### src/rtl/core/ats_pkg.sv
// ----------------------------------------------------------------------------
// ats_pkg
// Shared constants for the arctan series summation block: field widths,
// default parameter values and result status codes.
// ----------------------------------------------------------------------------
package ats_pkg;

    // payload field widths
    localparam int ACT_W = 1;
    localparam int X_W   = 32;
    localparam int CNT_W = 13;
    localparam int TOL_W = 31;
    localparam int ST_W  = 2;

    // magnitude of a clamped term or product
    localparam int MAG_W = 31;

    // defaults of the top-level parameters
    localparam int unsigned DEF_MAX_TERMS = 4096;
    localparam int unsigned DEF_FRAC_BITS = 29;

    // action codes
    localparam logic [ACT_W-1:0] ACT_COUNT = 1'b0;
    localparam logic [ACT_W-1:0] ACT_TOL   = 1'b1;

    // status codes
    localparam logic [ST_W-1:0] ST_OK    = 2'd0;
    localparam logic [ST_W-1:0] ST_LIMIT = 2'd1;
    localparam logic [ST_W-1:0] ST_SAT   = 2'd2;

endpackage

### src/rtl/core/ats_if.sv
// ----------------------------------------------------------------------------
// ats_if
// Valid/ready channels of the arctan series block: the argument request and
// the series sum response.
// ----------------------------------------------------------------------------
interface ats_in_if;
    import ats_pkg::*;

    logic                    valid;
    logic                    ready;
    logic [ACT_W-1:0]        action;
    logic signed [X_W-1:0]   x_value;
    logic [CNT_W-1:0]        term_count;
    logic [TOL_W-1:0]        tolerance;

    modport source (output valid, action, x_value, term_count, tolerance, input ready);
    modport sink   (input valid, action, x_value, term_count, tolerance, output ready);
endinterface

interface ats_out_if;
    import ats_pkg::*;

    logic                    valid;
    logic                    ready;
    logic signed [X_W-1:0]   sum_value;
    logic [ST_W-1:0]         status;

    modport source (output valid, sum_value, status, input ready);
    modport sink   (input valid, sum_value, status, output ready);
endinterface

### src/rtl/core/ats_div.sv
// ----------------------------------------------------------------------------
// ats_div
// Restoring radix-2 unsigned divider, one quotient bit per cycle. A start
// pulse loads the operands; done pulses as the last bit enters the quotient.
// ----------------------------------------------------------------------------
module ats_div #(
    parameter int DW = 46,
    parameter int VW = 14
) (
    input  logic          i_clk,
    input  logic          i_rst_n,
    input  logic          i_start,
    input  logic [DW-1:0] i_dividend,
    input  logic [VW-1:0] i_divisor,
    output logic          o_done,
    output logic [DW-1:0] o_quotient
);
    localparam int KW = $clog2(DW + 1);

    logic          r_busy;
    logic          r_done;
    logic [KW-1:0] r_cnt;
    logic [DW-1:0] r_quo;
    logic [VW-1:0] r_rem;
    logic [VW-1:0] r_dsr;
    logic [VW:0]   w_trial;
    logic          w_fit;
    logic [VW:0]   w_diff;

    // trial subtract of the shifted partial remainder
    assign w_trial = {r_rem, r_quo[DW-1]};
    assign w_fit   = (w_trial >= {1'b0, r_dsr});
    assign w_diff  = w_trial - {1'b0, r_dsr};

    // control
    always_ff @(posedge i_clk) begin
        if (!i_rst_n) begin
            r_busy <= 1'b0;
            r_done <= 1'b0;
            r_cnt  <= '0;
        end else begin
            r_done <= 1'b0;
            if (i_start) begin
                r_busy <= 1'b1;
                r_cnt  <= KW'(DW);
            end else if (r_busy) begin
                r_cnt <= r_cnt - KW'(1);
                if (r_cnt == KW'(1)) begin
                    r_busy <= 1'b0;
                    r_done <= 1'b1;
                end
            end
        end
    end

    // datapath
    always_ff @(posedge i_clk) begin
        if (i_start) begin
            r_quo <= i_dividend;
            r_rem <= '0;
            r_dsr <= i_divisor;
        end else if (r_busy) begin
            r_quo <= {r_quo[DW-2:0], w_fit};
            r_rem <= w_fit ? w_diff[VW-1:0] : w_trial[VW-1:0];
        end
    end

    assign o_done     = r_done;
    assign o_quotient = r_quo;

endmodule

### src/rtl/core/arctan_series_sum.sv
// ----------------------------------------------------------------------------
// arctan_series_sum
// Maclaurin series of arctan(x) in signed fixed point. Terms follow by the
// recurrence term *= -x*x*(2i-1)/(2i+1) on one shared 32x32 multiplier and
// an iterative divider; the sum and step products saturate with a flag.
//
//   channel  dir  handshake        payload
//   i_req    in   valid / ready    action, x_value, term_count, tolerance
//   o_rsp    out  valid / ready    sum_value, status
//
// the time per term is set mostly by the bit-serial divide by 2i+1, with
// DW = 33 + clog2(MAX_TERMS+2) quotient bits, 46 by default
// i_req.ready is low while a series is in progress
// a finished result waits in the output register; the next item is taken
// while it waits, and the block holds only if a second result is ready first
// synchronous active-low reset clears the sequencer and the output valid
// ----------------------------------------------------------------------------
module arctan_series_sum #(
    parameter int unsigned MAX_TERMS = ats_pkg::DEF_MAX_TERMS,
    parameter int unsigned FRAC_BITS = ats_pkg::DEF_FRAC_BITS
) (
    input  logic      i_clk,
    input  logic      i_rst_n,
    ats_in_if.sink    i_req,
    ats_out_if.source o_rsp
);
    import ats_pkg::*;

    localparam int IW = $clog2(MAX_TERMS + 2);
    localparam int NW = IW + 1;
    localparam int DW = MAG_W + NW + 1;
    localparam int CW = (IW > CNT_W) ? IW : CNT_W;
    localparam int PW = 2 * X_W;
    localparam int SW = X_W + 2;

    typedef enum logic [10:0] {
        S_IDLE   = 11'b000_0000_0001,
        S_CHECK  = 11'b000_0000_0010,
        S_ADD    = 11'b000_0000_0100,
        S_MUL1   = 11'b000_0000_1000,
        S_RND1   = 11'b000_0001_0000,
        S_MUL2   = 11'b000_0010_0000,
        S_RND2   = 11'b000_0100_0000,
        S_MUL3   = 11'b000_1000_0000,
        S_DSTART = 11'b001_0000_0000,
        S_DIV    = 11'b010_0000_0000,
        S_DONE   = 11'b100_0000_0000
    } t_state;

    t_state                r_state, n_state;
    logic                  r_out_valid;
    logic [ACT_W-1:0]      r_action;
    logic                  r_neg;
    logic [X_W-1:0]        r_ax;
    logic [X_W-1:0]        r_mag;
    logic [MAG_W-1:0]      r_p;
    logic [PW-1:0]         r_prod;
    logic signed [X_W-1:0] r_sum;
    logic [TOL_W-1:0]      r_tol;
    logic [IW-1:0]         r_idx;
    logic [IW-1:0]         r_n;
    logic                  r_sat;
    logic                  r_limit;
    logic signed [X_W-1:0] r_out_sum;
    logic [ST_W-1:0]       r_out_status;

    logic                  w_accept;
    logic                  w_load_out;
    logic [X_W-1:0]        w_in_ax;
    logic [CW-1:0]         w_cnt_ext;
    logic [IW-1:0]         w_in_n;
    logic [X_W-1:0]        w_mul_a;
    logic [X_W-1:0]        w_mul_b;
    logic [NW-1:0]         w_num;
    logic [NW-1:0]         w_den;
    logic [DW-1:0]         w_dividend;
    logic                  w_div_done;
    logic [DW-1:0]         w_quo;
    logic [PW:0]           w_rnd;
    logic [PW:0]           w_shr;
    logic                  w_rsat;
    logic [MAG_W-1:0]      w_rmag;
    logic [SW-1:0]         w_sum_ext;
    logic [SW-1:0]         w_addend;
    logic [SW-1:0]         w_add;
    logic                  w_add_hi;
    logic                  w_add_lo;
    logic [X_W-1:0]        w_add_sat;
    logic                  w_above_tol;
    logic                  w_more;

    assign i_req.ready = (r_state == S_IDLE);
    assign w_accept    = i_req.valid && i_req.ready;
    assign w_load_out  = (r_state == S_DONE) && (!r_out_valid || o_rsp.ready);

    // magnitude of the argument and clipped term count
    assign w_in_ax   = i_req.x_value[X_W-1] ? (~i_req.x_value + X_W'(1)) : i_req.x_value;
    assign w_cnt_ext = CW'(i_req.term_count);
    assign w_in_n    = (w_cnt_ext > CW'(MAX_TERMS)) ? IW'(MAX_TERMS) : IW'(w_cnt_ext);

    // recurrence ratio terms for step i
    assign w_num      = {r_idx, 1'b0} - NW'(1);
    assign w_den      = {r_idx, 1'b1};
    assign w_dividend = r_prod[DW-1:0] + DW'(r_idx);

    // shared multiplier operand select
    always_comb begin
        case (r_state)
            S_MUL1: begin
                w_mul_a = r_mag;
                w_mul_b = r_ax;
            end
            S_MUL2: begin
                w_mul_a = {1'b0, r_p};
                w_mul_b = r_ax;
            end
            default: begin
                w_mul_a = {1'b0, r_p};
                w_mul_b = X_W'(w_num);
            end
        endcase
    end

    // round to nearest and clamp a step product
    assign w_rnd  = {1'b0, r_prod} + ((PW + 1)'(1) << (FRAC_BITS - 1));
    assign w_shr  = w_rnd >> FRAC_BITS;
    assign w_rsat = |w_shr[PW:MAG_W];
    assign w_rmag = w_rsat ? {MAG_W{1'b1}} : w_shr[MAG_W-1:0];

    // saturating add of the signed term to the sum
    assign w_sum_ext = {{2{r_sum[X_W-1]}}, r_sum};
    assign w_addend  = {2'b00, r_mag};
    assign w_add     = r_neg ? (w_sum_ext - w_addend) : (w_sum_ext + w_addend);
    assign w_add_hi  = !w_add[SW-1] && (|w_add[SW-2:X_W-1]);
    assign w_add_lo  = w_add[SW-1] && !(&w_add[SW-2:X_W-1]);
    assign w_add_sat = w_add_hi ? {1'b0, {(X_W-1){1'b1}}} :
                       w_add_lo ? {1'b1, {(X_W-1){1'b0}}} : w_add[X_W-1:0];

    // loop tests
    assign w_above_tol = (r_mag > {1'b0, r_tol});
    assign w_more      = (r_idx <= IW'(MAX_TERMS));

    ats_div #(
        .DW (DW),
        .VW (NW)
    ) u_div (
        .i_clk      (i_clk),
        .i_rst_n    (i_rst_n),
        .i_start    (r_state == S_DSTART),
        .i_dividend (w_dividend),
        .i_divisor  (w_den),
        .o_done     (w_div_done),
        .o_quotient (w_quo)
    );

    // sequencer next state
    always_comb begin
        n_state = r_state;
        unique case (r_state)
            S_IDLE: begin
                if (w_accept) begin
                    if (i_req.action == ACT_TOL) begin
                        n_state = S_CHECK;
                    end else if (w_in_n > IW'(1)) begin
                        n_state = S_MUL1;
                    end else begin
                        n_state = S_DONE;
                    end
                end
            end
            S_CHECK: begin
                n_state = (w_above_tol && w_more) ? S_ADD : S_DONE;
            end
            S_ADD: begin
                if (r_action == ACT_TOL) begin
                    n_state = S_MUL1;
                end else begin
                    n_state = ((r_idx + IW'(1)) < r_n) ? S_MUL1 : S_DONE;
                end
            end
            S_MUL1:   n_state = S_RND1;
            S_RND1:   n_state = S_MUL2;
            S_MUL2:   n_state = S_RND2;
            S_RND2:   n_state = S_MUL3;
            S_MUL3:   n_state = S_DSTART;
            S_DSTART: n_state = S_DIV;
            S_DIV: begin
                if (w_div_done) begin
                    n_state = (r_action == ACT_TOL) ? S_CHECK : S_ADD;
                end
            end
            S_DONE: begin
                if (w_load_out) begin
                    n_state = S_IDLE;
                end
            end
            default: n_state = S_IDLE;
        endcase
    end

    // control registers
    always_ff @(posedge i_clk) begin
        if (!i_rst_n) begin
            r_state     <= S_IDLE;
            r_out_valid <= 1'b0;
        end else begin
            r_state <= n_state;
            if (w_load_out) begin
                r_out_valid <= 1'b1;
            end else if (o_rsp.ready) begin
                r_out_valid <= 1'b0;
            end
        end
    end

    // series datapath
    always_ff @(posedge i_clk) begin
        case (r_state)
            S_IDLE: begin
                r_action <= i_req.action;
                r_neg    <= i_req.x_value[X_W-1];
                r_ax     <= w_in_ax;
                r_mag    <= w_in_ax;
                r_tol    <= i_req.tolerance;
                r_n      <= w_in_n;
                r_idx    <= IW'(1);
                r_sat    <= 1'b0;
                r_limit  <= 1'b0;
                r_sum    <= (i_req.action == ACT_TOL) ? '0 : i_req.x_value;
            end
            S_CHECK: begin
                r_limit <= w_above_tol;
            end
            S_ADD: begin
                r_sum <= w_add_sat;
                if (w_add_hi || w_add_lo) begin
                    r_sat <= 1'b1;
                end
                if (r_action == ACT_COUNT) begin
                    r_idx <= r_idx + IW'(1);
                end
            end
            S_MUL1, S_MUL2, S_MUL3: begin
                r_prod <= PW'(w_mul_a) * PW'(w_mul_b);
            end
            S_RND1, S_RND2: begin
                r_p <= w_rmag;
                if (w_rsat) begin
                    r_sat <= 1'b1;
                end
            end
            S_DIV: begin
                if (w_div_done) begin
                    r_mag <= {1'b0, w_quo[MAG_W-1:0]};
                    r_neg <= !r_neg;
                    if (r_action == ACT_TOL) begin
                        r_idx <= r_idx + IW'(1);
                    end
                end
            end
            default: begin
            end
        endcase
    end

    // output register
    always_ff @(posedge i_clk) begin
        if (w_load_out) begin
            r_out_sum    <= r_sum;
            r_out_status <= r_sat ? ST_SAT : (r_limit ? ST_LIMIT : ST_OK);
        end
    end

    assign o_rsp.valid     = r_out_valid;
    assign o_rsp.sum_value = r_out_sum;
    assign o_rsp.status    = r_out_status;

endmodule
### src/flat_wrapper.sv
// flat-port wrapper written by rule: the top's interface ports become plain ports
module arctan_series_sum_flat import ats_pkg::*;
#(
    parameter int unsigned MAX_TERMS = ats_pkg::DEF_MAX_TERMS,
    parameter int unsigned FRAC_BITS = ats_pkg::DEF_FRAC_BITS
)
  (i_clk, i_rst_n, i_req_valid, i_req_action, i_req_x_value, i_req_term_count, i_req_tolerance, i_req_ready, o_rsp_valid, o_rsp_sum_value, o_rsp_status, o_rsp_ready);
  ats_in_if i_req_i ();
  ats_out_if o_rsp_i ();
  input  logic i_clk;
  input  logic i_rst_n;
  input wire logic [$bits(i_req_i.valid)-1:0] i_req_valid;
  input wire logic [$bits(i_req_i.action)-1:0] i_req_action;
  input wire logic [$bits(i_req_i.x_value)-1:0] i_req_x_value;
  input wire logic [$bits(i_req_i.term_count)-1:0] i_req_term_count;
  input wire logic [$bits(i_req_i.tolerance)-1:0] i_req_tolerance;
  output wire logic [$bits(i_req_i.ready)-1:0] i_req_ready;
  output wire logic [$bits(o_rsp_i.valid)-1:0] o_rsp_valid;
  output wire logic [$bits(o_rsp_i.sum_value)-1:0] o_rsp_sum_value;
  output wire logic [$bits(o_rsp_i.status)-1:0] o_rsp_status;
  input wire logic [$bits(o_rsp_i.ready)-1:0] o_rsp_ready;
  assign i_req_i.valid = i_req_valid;
  assign i_req_i.action = i_req_action;
  assign i_req_i.x_value = i_req_x_value;
  assign i_req_i.term_count = i_req_term_count;
  assign i_req_i.tolerance = i_req_tolerance;
  assign i_req_ready = i_req_i.ready;
  assign o_rsp_valid = o_rsp_i.valid;
  assign o_rsp_sum_value = o_rsp_i.sum_value;
  assign o_rsp_status = o_rsp_i.status;
  assign o_rsp_i.ready = o_rsp_ready;
  arctan_series_sum #(.MAX_TERMS(MAX_TERMS), .FRAC_BITS(FRAC_BITS)) u_core (.i_clk(i_clk), .i_rst_n(i_rst_n), .i_req(i_req_i), .o_rsp(o_rsp_i));
endmodule
### config.mk
export PLATFORM = sky130hd
export DESIGN_NAME = arctan_series_sum_flat
export DESIGN_NICKNAME = d
export VERILOG_FILES = /design/src/rtl/core/ats_pkg.sv /design/src/rtl/core/ats_if.sv /design/src/rtl/core/ats_div.sv /design/src/rtl/core/arctan_series_sum.sv /design/src/flat_wrapper.sv
export SDC_FILE = /design/constraint.sdc
export NUM_CORES = 2
export LEC_CHECK = 0
export ABC_CLOCK_PERIOD_IN_PS = 9250
export BUFFER_PORTS_ARGS = -buffer_cell sky130_fd_sc_hd__buf_2
export CAP_MARGIN = 20
export CORE_ASPECT_RATIO = 2
export CORE_UTILIZATION = 40
export CTS_CLUSTER_SIZE = 8
export DETAILED_ROUTE_END_ITERATION = 10
export PLACE_DENSITY_LB_ADDON = 0.25
export SYNTH_ARGS = -nofsm -noshare
export SYNTH_HDL_FRONTEND = slang
export SYNTH_SLANG_ARGS = --single-unit
### constraint.sdc
create_clock -name i_clk -period 9.25 [get_ports i_clk]
set_clock_uncertainty 0.05 [all_clocks]
set_input_delay 1.85 -clock i_clk [delete_from_list [all_inputs] [get_ports i_clk]]
set_output_delay 1.85 -clock i_clk [all_outputs]
set_load 0.01 [all_outputs]
==> results by group <==
Outcome
  – Status: finished, violations left
  – Failing checks: negative setup slack

Logic synthesis
  – Post-synth EDFFs: around 350
  – Post-Synth XOR/XNOR Area: roughly 4.2%
  – Cell area after synthesis: about 53,000 µm²
  – Synth Area in Compound Gates: around 7.5%
  – Sequential share of the synthesized area: 20.80%
  – Ys async rst share: 0%
  – Synth Net Count: around 7,000
  – Synthesis Warnings: 0
  – Mux cell area share after synthesis: 1.431%
  – Area share of fa/ha/maj cells after synthesis: around 43%
  – Distinct cell type count after synthesis: between 70 and 80
  – Register bit total from synthesis: between 300 and 400
  – Post-synthesis cell count: ~5,700
  – Post-synthesis area per instance: 9.388 µm²
  – Simple-gate share of the synthesized area: between 10% and 20%
  – Combinational family with the most area after synthesis: adder cells
  – Ys flop type: edfxtp_1

Final layout
  – Final Cell Area: 64,780 µm²
  – Reg area: roughly 11,000 µm²
  – Area of the multi-input gates: roughly 39,000 µm²
  – Nets: between 7,000 and 8,000
  – Layout area overhead: 22.07%
  – Layout cells sized above 1: approximately a fifth
  – Commonest non-fill, non-tap cell in the layout: inv_1
  – FILL cells: between 10,000 and 15,000
  – Commonest non-fill, non-tap cells in the layout: 961 x inv_1, 844 x fa_1, 810 x nand2_1, 599 x buf_4, 579 x nor2_1

Min path
  – Min-Delay Path Class: reg -> reg
  – Hold_sp: u_core.r_sum[14]

Worst setup path
  – Most used cell, CP: inv_1
  – CP Class: reg -> reg
  – Crit start category: flop
  – FF-to-FF setup slack: -0.40 ns
  – Crit Reg-Reg Startpoint: u_core.r_state[0]
  – Largest fanout on the critical path: 8
  – CP required: about 9.7 ns
  – Crit path from: u_core.r_state[0]
  – Worst path slowest cell: fa_2
  – Worst stage delay on the critical path: approximately 0.57 ns
  – Worst EP arrival: between 10 and 15 ns
  – CP Capture Type: flop

Place
  – Placed Area: about 61,000 µm²
  – Gp weighted congestion: ~1.1
  – DP Wirelength: about 200 mm
  – IO buf count: 116

Clocking
  – Total CTS buffers: 54
  – Longest Clk Path Bufs: 3
  – Worst-Skew Late Latency: 0.66 ns
  – H-tree depth: 2
  – CTS tree: built
  – Clock sink total: between 300 and 400
  – Root buf cell: clkbuf_16
  – Hold Buf Count CTS: 0
  – Worst-path clk slew: around 0.06 ns

STA
  – Relative slew slack: between 10 and 15%
  – Final setup fails: 27
  – Highest clock rate: a little over 100 MHz
  – Setup ws final: -0.3955 ns
  – Fin crit share: 104.3%
  – Crit path time final: just under 10 ns
  – Slew @ Worst Pin: 1.289 ns
  – Final Hold Vio Count: 0
  – Slew Limit Fails: 0
  – Unrepaired setup endpoints after global routing: true

Floorplan
  – Total I/O pin count: 117
  – Die area: ~130,000 µm²
  – Core area: between 100,000 and 150,000 µm²
  – FP Rows: 188
  – Die Wd: around 260 µm
  – Die Ht: approximately 520 µm
  – Initial Util: approximately two fifths

Global route
  – First-pass GRT wire length: approximately 340 mm
  – Initial antenna violation count: 12
  – Vias in the first global route: about 50,000
  – GR Overflow Total: 0
  – Largest net degree at the start of global routing: 60
  – Total GRT Usage: 37.09%

Route
  – Routed Antenna Nets: 0
  – Via count: about 45,000
  – Via-to-Cell Ratio: 5.591
  – Initial DRC count: 3,101
  – Drt first pass iters: 7
  – Routed wire length per instance: approximately 30 µm
  – DRC violations left: 0
  – Final wirelength: roughly 240 mm

Job
  – Max cap viols: 0
[per-layer routing]
metal  GRT usage [%]  vias to the layer above  share of wire [%]
met5               0                        -             0.0054
met4           43.86                        2                 15
met3           6.104                     1123                5.1
met2           66.49                     2096                 51
met1           32.18                    22740                 28
li1                -                    19120                  -
[path summary, 6_finish.rpt]
| kind | endpoint | depth (start not counted) |
|---|---|---|
| hold / removal | u_core.o_rsp.sum_value[14] | 0 |
| setup reg to reg | u_core.r_prod[62] | 36 |
| hold reg to reg | u_core.o_rsp.sum_value[14] | 0 |
| setup / recovery | u_core.r_prod[62] | 36 |
[worst max-delay path: cells and delay by family (launching register included)]
family,cells,cell delay [ns]
AO/OA/AOI/OAI,7,1.60
buffers and inverters,12,1.50
flip-flops,1,0.33
AND/OR/NAND/NOR,8,1.96
adder cells (fa/ha/maj),9,4.02
[cell usage after synthesis (98+ instances only)]
library cell | count | area share [%]
inv_1 | 990 | 7.0
fa_1 | 899 | 34
a21oi_1 | 137 | 1.3
o21ai_0 | 158 | 1.5
ha_1 | 373 | 8.8
nand2_1 | 827 | 5.8
a21o_1 | 98 | 1.4
nor2_1 | 645 | 4.6
clkbuf_1 | 229 | 1.6
xor2_1 | 108 | 1.8
edfxtp_1 | 345 | 20
xnor2_1 | 145 | 2.4
[registers in the layout, summed over array words and instances (netlist names), 11 cells and up]
register / count
u_core.r_prod: 64
u_core.u_div.o_quotient: 46
u_core.o_rsp.sum_value: 32
u_core.r_ax: 32
u_core.r_mag: 32
u_core.r_sum: 32
u_core.r_p: 31
u_core.r_tol: 31
u_core.u_div.r_rem: 14
u_core.r_idx: 13
u_core.r_n: 13
u_core.u_div.r_dsr: 13
u_core.r_state: 11
[logic make-up after synthesis]
logic type | count (synthesis)
adder cells (fa/ha/maj) | 1272
multiplexers | 72
flip-flops | 379
AO/OA/AOI/OAI | 608
XOR/XNOR | 253
buffers and inverters | 1239
AND/OR/NAND/NOR | 1830
[what timing repair did]
action                     CTS  global route
pin swaps                   28            94
gates cloned                 1             3
setup endpoints to repair   40            36
gates resized for setup    142           253
buffers inserted            16            41
[through the flow]
stage	std cells	hold WS (ns)	worst slack, ns	setup TNS [ns]	util, %
finish	8063	0.3875	-0.3955	-4.875	49.26
global route	8051	0.4019	-0.6307	-11.97	49.24
detailed placement	7909	0.3986	-1.054	-26.48	46.59
floorplan	5653	0.3757	0.004797	0	-
CTS	8005	0.3784	-0.3446	-3.775	48.25
global placement	7909	0.3861	-0.9420	-23.18	46.59
[layout make-up]
| class | count | area share (%) |
|---|---|---|
| antenna | 13 | 0.05022 |
| sequential | 379 | 17.05 |
| clock buffer | 73 | 2.196 |
| timing repair buffer | 856 | 11.71 |
| clock inverter | 6 | 0.1159 |
| multi-input combinational | 4035 | 59.82 |
| inverter | 991 | 5.758 |
| tap | 1710 | 3.303 |
Power is not shown: default switching activity piles up to over one toggle a cycle in this logic, so the estimate is an artifact.
